**config.mk**
```make
export PLATFORM = sky130hd
export DESIGN_NAME = redundant_measure_crosscheck_top
export DESIGN_NICKNAME = d
export VERILOG_FILES = /design/src/rmc_pkg.sv /design/src/redundant_measure_crosscheck_top.sv /design/src/rmc_diff.sv /design/src/rmc_debounce.sv
export SDC_FILE = /design/constraint.sdc
export NUM_CORES = 1
export LEC_CHECK = 0
export BUFFER_PORTS_ARGS = -buffer_cell sky130_fd_sc_hd__buf_4
export CAP_MARGIN = 25
export CORE_MARGIN = 2
export CORE_UTILIZATION = 57
export CTS_BUF_LIST = sky130_fd_sc_hd__clkbuf_8
export CTS_CLUSTER_SIZE = 10
export DETAILED_ROUTE_END_ITERATION = 8
export HOLD_SLACK_MARGIN = 0.05
export PLACE_DENSITY = 0.76
export SETUP_SLACK_MARGIN = 0.02
export SLEW_MARGIN = 10
export SYNTH_ARGS = -nofsm -noshare
export SYNTH_HDL_FRONTEND = slang
export SYNTH_SLANG_ARGS = --single-unit
```
**constraint.sdc**
```tcl
create_clock -name clk -period 6.6 [get_ports clk]
set_input_delay 1.32 -clock clk [delete_from_list [all_inputs] [get_ports clk]]
set_output_delay 1.32 -clock clk [all_outputs]
set_load 0.005 [all_outputs]
```
**src/rmc_pkg.sv**
```systemverilog
// ----------------------------------------------------------------------------
// rmc_pkg - shared types and constants for the measurement cross-check
// Word layouts, group codes, debounce length and fixed DC injection limits.
// ----------------------------------------------------------------------------
package rmc_pkg;

	localparam int unsigned MEAS_W = 16;
	localparam int unsigned THR_W  = 15;
	localparam int unsigned CNT_W  = 8;
	localparam int unsigned DIFF_W = 17;
	localparam int unsigned NGRP   = 4;

	// debounce length, ticks beyond this count flip the flag
	localparam logic [CNT_W-1:0] FILTER_COUNT = 8'd250;

	localparam logic signed [MEAS_W:0] DCI_BIAS        = 17'sd1000;
	localparam logic [THR_W-1:0]       DCI_SET_LIMIT   = 15'd500;
	localparam logic [THR_W-1:0]       DCI_CLEAR_LIMIT = 15'd300;

	// group codes
	localparam logic [1:0] GRP_VOLT = 2'd0;
	localparam logic [1:0] GRP_FREQ = 2'd1;
	localparam logic [1:0] GRP_DCI  = 2'd2;
	localparam logic [1:0] GRP_LEAK = 2'd3;

	// register indexes
	localparam logic [1:0] REG_ENABLE    = 2'd0;
	localparam logic [1:0] REG_VOLT_THR  = 2'd1;
	localparam logic [1:0] REG_FREQ_THR  = 2'd2;
	localparam logic [1:0] REG_LEAK_THR  = 2'd3;

	typedef struct packed {
		logic [1:0]               group;
		logic signed [MEAS_W-1:0] local_a;
		logic signed [MEAS_W-1:0] remote_a;
		logic signed [MEAS_W-1:0] local_b;
		logic signed [MEAS_W-1:0] remote_b;
		logic signed [MEAS_W-1:0] local_c;
		logic signed [MEAS_W-1:0] remote_c;
		logic                     remote_adc_fault;
	} in_word_t;

	typedef struct packed {
		logic [1:0]      group_echo;
		logic            group_fault;
		logic [NGRP-1:0] fault_vector;
	} out_word_t;

	// per-tick verdict handed to the debounce state
	typedef struct packed {
		logic [1:0] group;
		logic       force_clear;
		logic       any_over;
		logic       all_under;
	} check_t;

endpackage

```
**src/redundant_measure_crosscheck_top.sv**
```systemverilog
// ----------------------------------------------------------------------------
// redundant_measure_crosscheck_top - redundant sensor cross-check
// Compares local and remote measurements per group and debounces mismatch.
// ----------------------------------------------------------------------------
// Usage:
//   Input channel (in_valid / in_stall / in_word): one word per group tick,
//   carrying the group code, up to three local/remote pairs and the remote
//   ADC fault bit. Output channel (out_valid / out_stall / out_word): one
//   word per input word, with the group, its flag and all four flags.
//   Config port (cfg_wr_en / cfg_index / cfg_data): write while idle.
// Path: the accepting edge loads the input register; compare + debounce then
//   load the result register, which raises out_valid.
// Throughput: one word per cycle unless the output stalls; the debounce
//   state is updated in the same cycle the result register loads, so the
//   next word sees it at once.
// Reset: flags and counters clear, registers return to their defaults
//   (enable 15, thresholds 150 / 50 / 100), both stages empty.
// Stall: a held result keeps its word; the input register still takes one
//   more word, then in_stall rises until the result is taken.
// ----------------------------------------------------------------------------
module redundant_measure_crosscheck_top
	import rmc_pkg::*;
(
	input  logic             clk,
	input  logic             arst_n,
	input  logic             in_valid,
	output logic             in_stall,
	input  in_word_t         in_word,
	output logic             out_valid,
	input  logic             out_stall,
	output out_word_t        out_word,
	input  logic             cfg_wr_en,
	input  logic [1:0]       cfg_index,
	input  logic [THR_W-1:0] cfg_data
);

	// config registers
	logic [NGRP-1:0]  enable_q;
	logic [THR_W-1:0] volt_thr_q, freq_thr_q, leak_thr_q;

	always_ff @(posedge clk or negedge arst_n) begin
		if (!arst_n) begin
			enable_q   <= 4'd15;
			volt_thr_q <= 15'd150;
			freq_thr_q <= 15'd50;
			leak_thr_q <= 15'd100;
		end else if (cfg_wr_en) begin
			unique case (cfg_index)
				REG_ENABLE:   enable_q   <= cfg_data[NGRP-1:0];
				REG_VOLT_THR: volt_thr_q <= cfg_data;
				REG_FREQ_THR: freq_thr_q <= cfg_data;
				REG_LEAK_THR: leak_thr_q <= cfg_data;
				default:      ;
			endcase
		end
	end

	// stage 1: input register
	in_word_t word_s1;
	logic     valid_s1;
	logic     adv;     // stage 1 moves into the result register

	assign adv      = valid_s1 && (!out_valid || !out_stall);
	assign in_stall = valid_s1 && !adv;

	always_ff @(posedge clk or negedge arst_n) begin
		if (!arst_n) begin
			valid_s1 <= 1'b0;
		end else if (!in_stall) begin
			valid_s1 <= in_valid;
		end
	end

	always_ff @(posedge clk) begin
		if (!in_stall && in_valid) begin
			word_s1 <= in_word;
		end
	end

	// group decode: limits, bias, pair usage, remote ADC fault usage
	logic [THR_W-1:0] set_thr, clr_thr;
	logic             bias_en, three_pair, adc_used;

	always_comb begin
		unique case (word_s1.group)
			GRP_VOLT: begin
				set_thr = volt_thr_q;  clr_thr = volt_thr_q;
				bias_en = 1'b0; three_pair = 1'b1; adc_used = 1'b1;
			end
			GRP_FREQ: begin
				set_thr = freq_thr_q;  clr_thr = freq_thr_q;
				bias_en = 1'b0; three_pair = 1'b0; adc_used = 1'b0;
			end
			GRP_DCI: begin
				set_thr = DCI_SET_LIMIT; clr_thr = DCI_CLEAR_LIMIT;
				bias_en = 1'b1; three_pair = 1'b1; adc_used = 1'b1;
			end
			default: begin
				set_thr = leak_thr_q;  clr_thr = leak_thr_q;
				bias_en = 1'b0; three_pair = 1'b0; adc_used = 1'b1;
			end
		endcase
	end

	logic over_a, under_a, over_b, under_b, over_c, under_c;

	rmc_diff u_diff_a (
		.local_val (word_s1.local_a), .remote_val (word_s1.remote_a),
		.bias_en   (bias_en), .set_thr (set_thr), .clr_thr (clr_thr),
		.over      (over_a), .under (under_a)
	);

	rmc_diff u_diff_b (
		.local_val (word_s1.local_b), .remote_val (word_s1.remote_b),
		.bias_en   (bias_en), .set_thr (set_thr), .clr_thr (clr_thr),
		.over      (over_b), .under (under_b)
	);

	rmc_diff u_diff_c (
		.local_val (word_s1.local_c), .remote_val (word_s1.remote_c),
		.bias_en   (bias_en), .set_thr (set_thr), .clr_thr (clr_thr),
		.over      (over_c), .under (under_c)
	);

	// combine pairs; single-value groups look only at pair a
	check_t chk;

	always_comb begin
		chk.group       = word_s1.group;
		chk.force_clear = !enable_q[word_s1.group] || (adc_used && word_s1.remote_adc_fault);
		chk.any_over    = over_a || (three_pair && (over_b || over_c));
		chk.all_under   = under_a && (!three_pair || (under_b && under_c));
	end

	logic [NGRP-1:0] flags_next;

	rmc_debounce u_debounce (
		.clk        (clk),
		.arst_n     (arst_n),
		.upd        (adv),
		.chk        (chk),
		.flags_next (flags_next)
	);

	// stage 2: result register
	always_ff @(posedge clk or negedge arst_n) begin
		if (!arst_n) begin
			out_valid <= 1'b0;
		end else if (adv) begin
			out_valid <= 1'b1;
		end else if (!out_stall) begin
			out_valid <= 1'b0;
		end
	end

	always_ff @(posedge clk) begin
		if (adv) begin
			out_word.group_echo   <= word_s1.group;
			out_word.group_fault  <= flags_next[word_s1.group];
			out_word.fault_vector <= flags_next;
		end
	end

`ifndef SYNTHESIS
	// the per-group flag always agrees with its bit in the vector
	a_flag_consistent: assert property (@(posedge clk) disable iff (!arst_n)
		out_valid |-> out_word.group_fault == out_word.fault_vector[out_word.group_echo])
		else $error("group_fault disagrees with fault_vector");

	// a disabled group reports its flag low
	a_disabled_low: assert property (@(posedge clk) disable iff (!arst_n)
		adv && !enable_q[word_s1.group] |=> !out_word.group_fault)
		else $error("disabled group reported a fault");

	// input back-pressure only while a word is held in stage 1
	a_stall_held: assert property (@(posedge clk) disable iff (!arst_n)
		in_stall |-> valid_s1 && out_valid && out_stall)
		else $error("input stalled without a blocked word");
`endif

endmodule

```
**src/rmc_diff.sv**
```systemverilog
// ----------------------------------------------------------------------------
// rmc_diff - one local/remote pair compare
// Absolute difference with optional local bias, checked against both limits.
// ----------------------------------------------------------------------------
module rmc_diff
	import rmc_pkg::*;
(
	input  logic signed [MEAS_W-1:0] local_val,
	input  logic signed [MEAS_W-1:0] remote_val,
	input  logic                     bias_en,
	input  logic [THR_W-1:0]         set_thr,
	input  logic [THR_W-1:0]         clr_thr,
	output logic                     over,
	output logic                     under
);

	logic signed [MEAS_W:0]   loc_b;
	logic signed [MEAS_W+1:0] diff;
	logic [DIFF_W-1:0]        mag;

	always_comb begin
		loc_b = 17'(local_val);
		if (bias_en) begin
			loc_b = 17'(local_val) + DCI_BIAS;
		end
		diff = 18'(loc_b) - 18'(remote_val);
		mag  = diff[MEAS_W+1] ? DIFF_W'(-diff) : DIFF_W'(diff);
		over  = mag > DIFF_W'(set_thr);
		under = mag < DIFF_W'(clr_thr);
	end

endmodule

```
**src/rmc_debounce.sv**
```systemverilog
// ----------------------------------------------------------------------------
// rmc_debounce - fault flags and set/clear filter counters
// Applies one tick's verdict to its group and offers the updated flags.
// ----------------------------------------------------------------------------
module rmc_debounce
	import rmc_pkg::*;
(
	input  logic            clk,
	input  logic            arst_n,
	input  logic            upd,
	input  check_t          chk,
	output logic [NGRP-1:0] flags_next
);

	logic [NGRP-1:0]  fault_q;
	logic [CNT_W-1:0] set_cnt_q [NGRP];
	logic [CNT_W-1:0] clr_cnt_q [NGRP];
	logic [CNT_W-1:0] set_cur, clr_cur, set_inc, clr_inc, set_next, clr_next;

	always_comb begin
		set_cur    = set_cnt_q[chk.group];
		clr_cur    = clr_cnt_q[chk.group];
		set_inc    = set_cur + 1'b1;
		clr_inc    = clr_cur + 1'b1;
		flags_next = fault_q;
		set_next   = set_cur;
		clr_next   = clr_cur;
		if (chk.force_clear) begin
			flags_next[chk.group] = 1'b0;
		end else if (!fault_q[chk.group]) begin
			if (chk.any_over) begin
				if (set_inc > FILTER_COUNT) begin
					set_next              = '0;
					flags_next[chk.group] = 1'b1;
				end else begin
					set_next = set_inc;
				end
			end else begin
				set_next = '0;
			end
		end else begin
			set_next = '0;
			if (chk.all_under) begin
				if (clr_inc > FILTER_COUNT) begin
					clr_next              = '0;
					flags_next[chk.group] = 1'b0;
				end else begin
					clr_next = clr_inc;
				end
			end else begin
				clr_next = '0;
			end
		end
	end

	always_ff @(posedge clk or negedge arst_n) begin
		if (!arst_n) begin
			fault_q <= '0;
			for (int i = 0; i < NGRP; i++) begin
				set_cnt_q[i] <= '0;
				clr_cnt_q[i] <= '0;
			end
		end else if (upd) begin
			fault_q              <= flags_next;
			set_cnt_q[chk.group] <= set_next;
			clr_cnt_q[chk.group] <= clr_next;
		end
	end

endmodule
```
==> results of run 1 <==
-- per-layer routing --
metal	GRT usage [%]	up-vias	part of all wire (%)
li1	-	5859	-
met1	33.85	5720	45
met2	42.05	298	47
met3	3.460	73	4.2
met4	10.27	0	3.5
met5	0	-	0
-- power breakdown --
group / leakage, nW / internal (mW) / switching (mW) / total (mW)
Clock: 0.430 / 0.624 / 0.582 / 1.21
Combinational: 4.85 / 0.809 / 0.992 / 1.80
Sequential: 2.53 / 1.64 / 0.0751 / 1.71
-- final cells by class --
type | count | area (um^2) | share of cell area (%)
Multi-Input combinational cell | 1141 | 8885 | 50.00
Sequential cell | 225 | 6178 | 34.77
Timing Repair Buffer | 164 | 1251 | 7.041
Clock buffer | 41 | 564.3 | 3.176
Tap cell | 341 | 426.7 | 2.401
Inverter | 79 | 296.5 | 1.669
Clock inverter | 29 | 167.7 | 0.9435
-- metrics by stage --
step / area, um^2 / util, % / total power [mW]
6_report: 17770 / 66.49 / 4.719
5_1_grt: 17770 / 66.49 / 5.049
4_1_cts: 17660 / 66.08 / 4.712
3_5_place_dp: 16930 / 63.34 / 3.484
3_3_place_gp: 16910 / 63.28 / 3.419
2_1_floorplan: 15430 / - / 3.012
-- cells by family (layout without fill, tap and decap cells) --
group                    count (synthesis)  count (layout)  synth area share, %
AND/OR/NAND/NOR                        412             412                13.47
buffers and inverters                  117             313                2.913
multiplexers                           146             146                11.77
AO/OA/AOI/OAI                          352             352                15.56
flip-flops                             225             225                40.07
XOR/XNOR                               110             110                6.248
adder cells (fa/ha/maj)                121             121                9.964
-- how the worst min path moves through the flow --
stage	from	to	slack (ns)	depth (start not counted)
after floorplan	u_debounce.clr_cnt_q[14]	u_debounce.clr_cnt_q[14]	0.44	2
after global placement	u_debounce.clr_cnt_q[0]	u_debounce.clr_cnt_q[0]	0.46	2
after detailed placement	u_debounce.clr_cnt_q[22]	u_debounce.clr_cnt_q[22]	0.47	2
after CTS	u_debounce.clr_cnt_q[16]	u_debounce.clr_cnt_q[16]	0.48	2
after global routing	valid_s1	out_valid	0.50	1
final	u_debounce.clr_cnt_q[0]	u_debounce.clr_cnt_q[0]	0.48	2
-- repair_timing --
item	CTS	global route
gates resized for setup	0	24
setup endpoints to repair	0	71
buffers inserted	0	2
-- sequential cells by signal, summed over array words and instances, names as in the netlist --
signal	cells
freq_thr_q	15
word_s1	97
enable_q	4
out_valid	1
volt_thr_q	15
u_debounce.fault_q	4
chk	2
out_word	7
leak_thr_q	15
valid_s1	1
u_debounce.clr_cnt_q	32
u_debounce.set_cnt_q	32
-- critical path, cell delays in order, from the launching register on --
cell,delay (ns)
edfxtp_1,0.44
or4_1,0.59
a211o_1,0.33
nand2_1,0.08
xnor2_1,0.12
ha_1,0.31
a21o_1,0.25
a21o_1,0.20
a21oi_2,0.23
a31oi_2,0.16
o21ai_2,0.19
buf_4,0.16
mux2_2,0.33
ha_1,0.28
nor2b_1,0.13
o21ai_0,0.20
a21boi_0,0.13
o21a_1,0.18
o21a_1,0.16
o21ai_0,0.17
nand3_1,0.11
a211oi_2,0.23
or3b_4,0.44
a22oi_4,0.22
buf_12,0.15
o21ai_2,0.09
mux2_2,0.28
-- cell usage in the layout, fill, tap and decap left out, types with 7 or more instances in the layout --
master,n
a31oi_1,14
and2_1,11
mux2_2,109
nand4_1,15
xor2_1,47
edfxtp_1,106
clkbuf_8,41
o2111ai_1,9
nor2_1,100
dfrtp_1,105
o21ai_2,8
a211o_1,8
clkinv_1,7
nor3b_1,8
nor2b_1,22
and3_1,21
a211oi_1,10
o21ai_0,64
nand2b_1,15
o211ai_1,13
xnor2_1,63
or3_1,13
a21o_1,32
nor3_1,35
a21oi_1,78
mux4_2,17
nand3_1,25
buf_4,162
ha_1,117
o21a_1,21
inv_1,93
mux2i_1,19
nor4_1,7
dfstp_2,14
or2_2,11
nand2_1,94
a21boi_0,12
==> impl_metrics.tcl, run 1 <==
set metrics [dict create \
    critPathLaunch "word_s1[55]" \
    synth_flop_cell "edfxtp_1" \
    num_antenna_cells 0 \
    end_kind "flop" \
    cts_buffer_depth 3 \
    die-area_mm2 0.02838 \
    async_flop_share_pct 52.89 \
    wl_um 35020 \
    grt_max_degree 70 \
    synth_warnings 0 \
    syn_avg_cell_area_um2 10.40 \
    skew_ns 0.01841 \
    worstMarginPinSlew_ns 1.044 \
    core-area_mm2 0.02673 \
    r2r_end "u_debounce.set_cnt_q[2]" \
    dieHeight_um 168.5 \
    critPathKind "reg2reg" \
    status "completed" \
    p_leak_nw 7.809 \
    fillers 2130 \
    wl_per_cell_um 17.34 \
    cts_tree "done" \
    area_growth_pct 15.24 \
    drive_above_1_share_pct 24.18 \
    grt_pass1_vias 12080 \
    numPlacedInstances 1948 \
    holdWs_ns 0.4818 \
    cts_sinks 225 \
    syn-cell-area_mm2 0.01542 \
    gp_congestion 0.8589 \
    die_x_um 168.5 \
    synth.most_common_cell "ha_1" \
    clockRootBuffer "clkbuf_8" \
    clkTransAtPathRegs_ns 0.06 \
    drv_cap 0 \
    vdd_drop_max_v 0.0001558 \
    pre_cts_ws_ns 0.1078 \
    post-route-period-util_pct 95.09 \
    slew_violations 0 \
    io_buffers 129 \
    regToRegStartpoint "word_s1[55]" \
    reg2regPathDepth 26 \
    worst_ep_arrival_time_ns 6.72 \
    critPathLaunchType "flop" \
    grt_pass1_wl_um 59070 \
    synth_top_area_share_pct 20.64 \
    layout_setup_ws_ns 0.3240 \
    hp-class "reg2reg" \
    synth_fp_nets 1725 \
    finalHoldViolCount 0 \
    rsz0062_at_grt "false" \
    drt_iter0_drc 695 \
    nets 1892 \
    vias_per_cell 5.916 \
    instances_no_fill 2020 \
    ys_seq_area_share_pct 40.07 \
    ios 130 \
    track_usage_pct 25.35 \
    synthTopCellsByCount "118 x ha_1, 109 x mux2_2, 106 x edfxtp_1, 105 x dfrtp_1, 104 x nor2_1" \
    path_max_fanout 7 \
    first_pass_iters 5 \
    htree_levels 2 \
    antenna_found_initial 0 \
    floorplan.initialDensity_pct 57.70 \
    powerDensity_mw_per_mm2 265.6 \
    ctsHoldBuffers 0 \
    ant_nets 0 \
    clk_latency_ns 0.57 \
    finalSetupViolations 0 \
    ys_types 84 \
    num_vias 11950 \
    tns_ns 0 \
    period_needed_ns 6.276 \
    synth_area_leaders "edfxtp_1 21%, dfrtp_1 17%, ha_1 9.6%, mux2_2 8.0%, xnor2_1 3.6%" \
    synth_area_leader_cell "edfxtp_1" \
    num_rows 60 \
    synth_edf_count 106 \
    critPathCapture "u_debounce.set_cnt_q[2]" \
    required_ns 7.04 \
    synth-seq-cells 225 \
    slew_headroom_pct 30.33 \
    place_hpwl_um 25910 \
    fmax_ghz 0.1593 \
    numCtsBuffers 39 \
    synthCells 1483 \
    grt-ovfl-total 0 \
    drc 0 \
    r2r_setup_slack_ns 0.32 \
]
Note: power is estimated with default switching activity, not from simulation.
==> run 2: changes to the inputs <==
- MAX_ROUTING_LAYER: unset -> met4
==> run 2 against run 1 <==
Combinational power is essentially flat; maximum frequency grew 1.1%; critical path depth shrank 1; hold slack lost 0.0020 ns; global-route usage grew 0.19 points; critical path type unchanged; largest power group unchanged.
==> impl_metrics.tcl, run 2 (synthesized netlist as in run 1, its figures left out) <==
set metrics [dict create \
    layout_setup_ws_ns 0.3919 \
    r2r_end "u_debounce.set_cnt_q[13]" \
    ios 130 \
    status "completed" \
    path_max_fanout 7 \
    num_antenna_cells 0 \
    area_growth_pct 15.84 \
    fmax_ghz 0.1611 \
    worst_ep_arrival_time_ns 6.63 \
    num_vias 11983 \
    clockRootBuffer "clkbuf_8" \
    nets 1892 \
    skew_ns 0.02278 \
    drv_cap 0 \
    pre_cts_ws_ns 0.2815 \
    die-area_mm2 0.02838 \
    final_cell_mix "162 x buf_4, 118 x ha_1, 109 x mux2_2, 106 x edfxtp_1, 105 x dfrtp_1" \
    dieHeight_um 168.5 \
    cts_buffer_depth 3 \
    antenna_found_initial 0 \
    powerDensity_mw_per_mm2 269.5 \
    wl_per_cell_um 17.30 \
    reg_top3 "word_s1: 97 flops, u_debounce.clr_cnt_q: 32 flops, u_debounce.set_cnt_q: 32 flops" \
    gp_congestion 0.8987 \
    final_common_cell "buf_4" \
    end_kind "flop" \
    drc 0 \
    cp.buffers_inverters 2 \
    first_pass_iters 5 \
    ant_nets 0 \
    drive_above_1_share_pct 25.00 \
    grt-ovfl-total 0 \
    whs_path_depth 2 \
    largest_register_ffs 97 \
    vias_per_cell 5.929 \
    regToRegStartpoint "word_s1[55]" \
    p_leak_nw 7.827 \
    cts_tree "done" \
    numCtsBuffers 39 \
    tns_ns 0 \
    required_ns 7.02 \
    grt_pass1_vias 11714 \
    wl_um 34970 \
    finalSetupViolations 0 \
    slowest_stage "or4_1" \
    htree_levels 2 \
    track_usage_pct 25.55 \
    slew_headroom_pct 30.68 \
    cpPeakStageDelay_ns 0.58 \
    vdd_drop_max_v 0.0001887 \
    die_x_um 168.5 \
    slew_violations 0 \
    clkTransAtPathRegs_ns 0.07 \
    critPathLaunchType "flop" \
    path_delay_family "compound AO/OA/AOI/OAI gates" \
    post-route-period-util_pct 94.06 \
    clk_latency_ns 0.56 \
    holdPathEnd "u_debounce.clr_cnt_q[16]" \
    critPathKind "reg2reg" \
    core-area_mm2 0.02673 \
    design_area_mm2 0.01786 \
    min_from "u_debounce.clr_cnt_q[16]" \
    finalHoldViolCount 0 \
    critPathLaunch "word_s1[55]" \
    post_dp_cell_area_mm2 0.01691 \
    hp-class "reg2reg" \
    floorplan.initialDensity_pct 57.70 \
    drt_iter0_drc 688 \
    top_register "word_s1" \
    ctsHoldBuffers 0 \
    fillers 2126 \
    grt_max_degree 64 \
    r2r_setup_slack_ns 0.39 \
    cts_sinks 225 \
    reg2regPathDepth 25 \
    worstMarginPinSlew_ns 1.027 \
    rsz0062_at_grt "false" \
    io_buffers 129 \
    place_hpwl_um 25890 \
    num_rows 60 \
    period_needed_ns 6.208 \
    grt_pass1_wl_um 57300 \
]
==> run 2: cell count changes in the layout (fill, tap and decap cells not counted), moves of 2 or more <==
cell	previous run	this run
clkbuf_8	41	44
inv_1	93	86
inv_6	0	2
clkinv_2	4	7
clkinvlp_4	0	2
==> run 2: worst min-delay path: cells and delay by family (launching register included) <==
kind            cells  cell delay [ns]
compound gates      1             0.06
flops               1             0.34
simple gates        1             0.04
==> run 2: cell type report <==
| class | count | area (um^2) | area share [%] |
|---|---|---|---|
| tap | 341 | 426.7 | 2.389 |
| inverter | 79 | 296.5 | 1.660 |
| clock buffer | 44 | 605.6 | 3.390 |
| multi-input combinational | 1141 | 8926 | 49.97 |
| clock inverter | 27 | 187.7 | 1.051 |
| sequential | 225 | 6178 | 34.59 |
| timing repair buffer | 164 | 1241 | 6.949 |
==> run 2: timing repair <==
action,in CTS,in global routing
gates resized for setup,0,32
hold endpoints to repair,0,0
endpoints found under the setup margin,0,63
setup buffers,0,3
==> run 2: worst max path at each step <==
stage,end,depth (start not counted),slack (ns)
2_1_floorplan,u_debounce.set_cnt_q[23],30,0.06
3_3_place_gp,u_debounce.set_cnt_q[5],25,0.42
3_5_place_dp,u_debounce.set_cnt_q[20],24,0.28
4_1_cts,u_debounce.set_cnt_q[23],24,0.21
5_1_grt,u_debounce.set_cnt_q[23],29,0.02
6_report,u_debounce.set_cnt_q[13],25,0.39
==> run 2: report_power, final <==
part	switching, mW	internal (mW)	total, mW
clock network	0.595	0.700	1.30
registers	0.0745	1.64	1.71
logic	0.992	0.815	1.81
==> run 2: per-stage QoR <==
stage | hold WS [ns] | cells | utilization, % | total power, mW
after floorplan | 0.4446 | 1483 | - | 3.012
after global placement | 0.4589 | 1946 | 63.25 | 3.415
after detailed placement | 0.4737 | 1947 | 63.27 | 3.472
after CTS | 0.4869 | 2018 | 66.24 | 4.794
after global routing | 0.5049 | 2021 | 66.84 | 5.131
final | 0.4797 | 2021 | 66.84 | 4.813
==> run 2: per-layer routing <==
layer  vias up  track usage [%]  part of all wire (%)
met4         0            7.759                   2.4
met5         -                -                     0
met3        61            3.437                   4.4
met1      5772            33.32                    45
li1       5876                -                     -
met2       274            41.94                    49
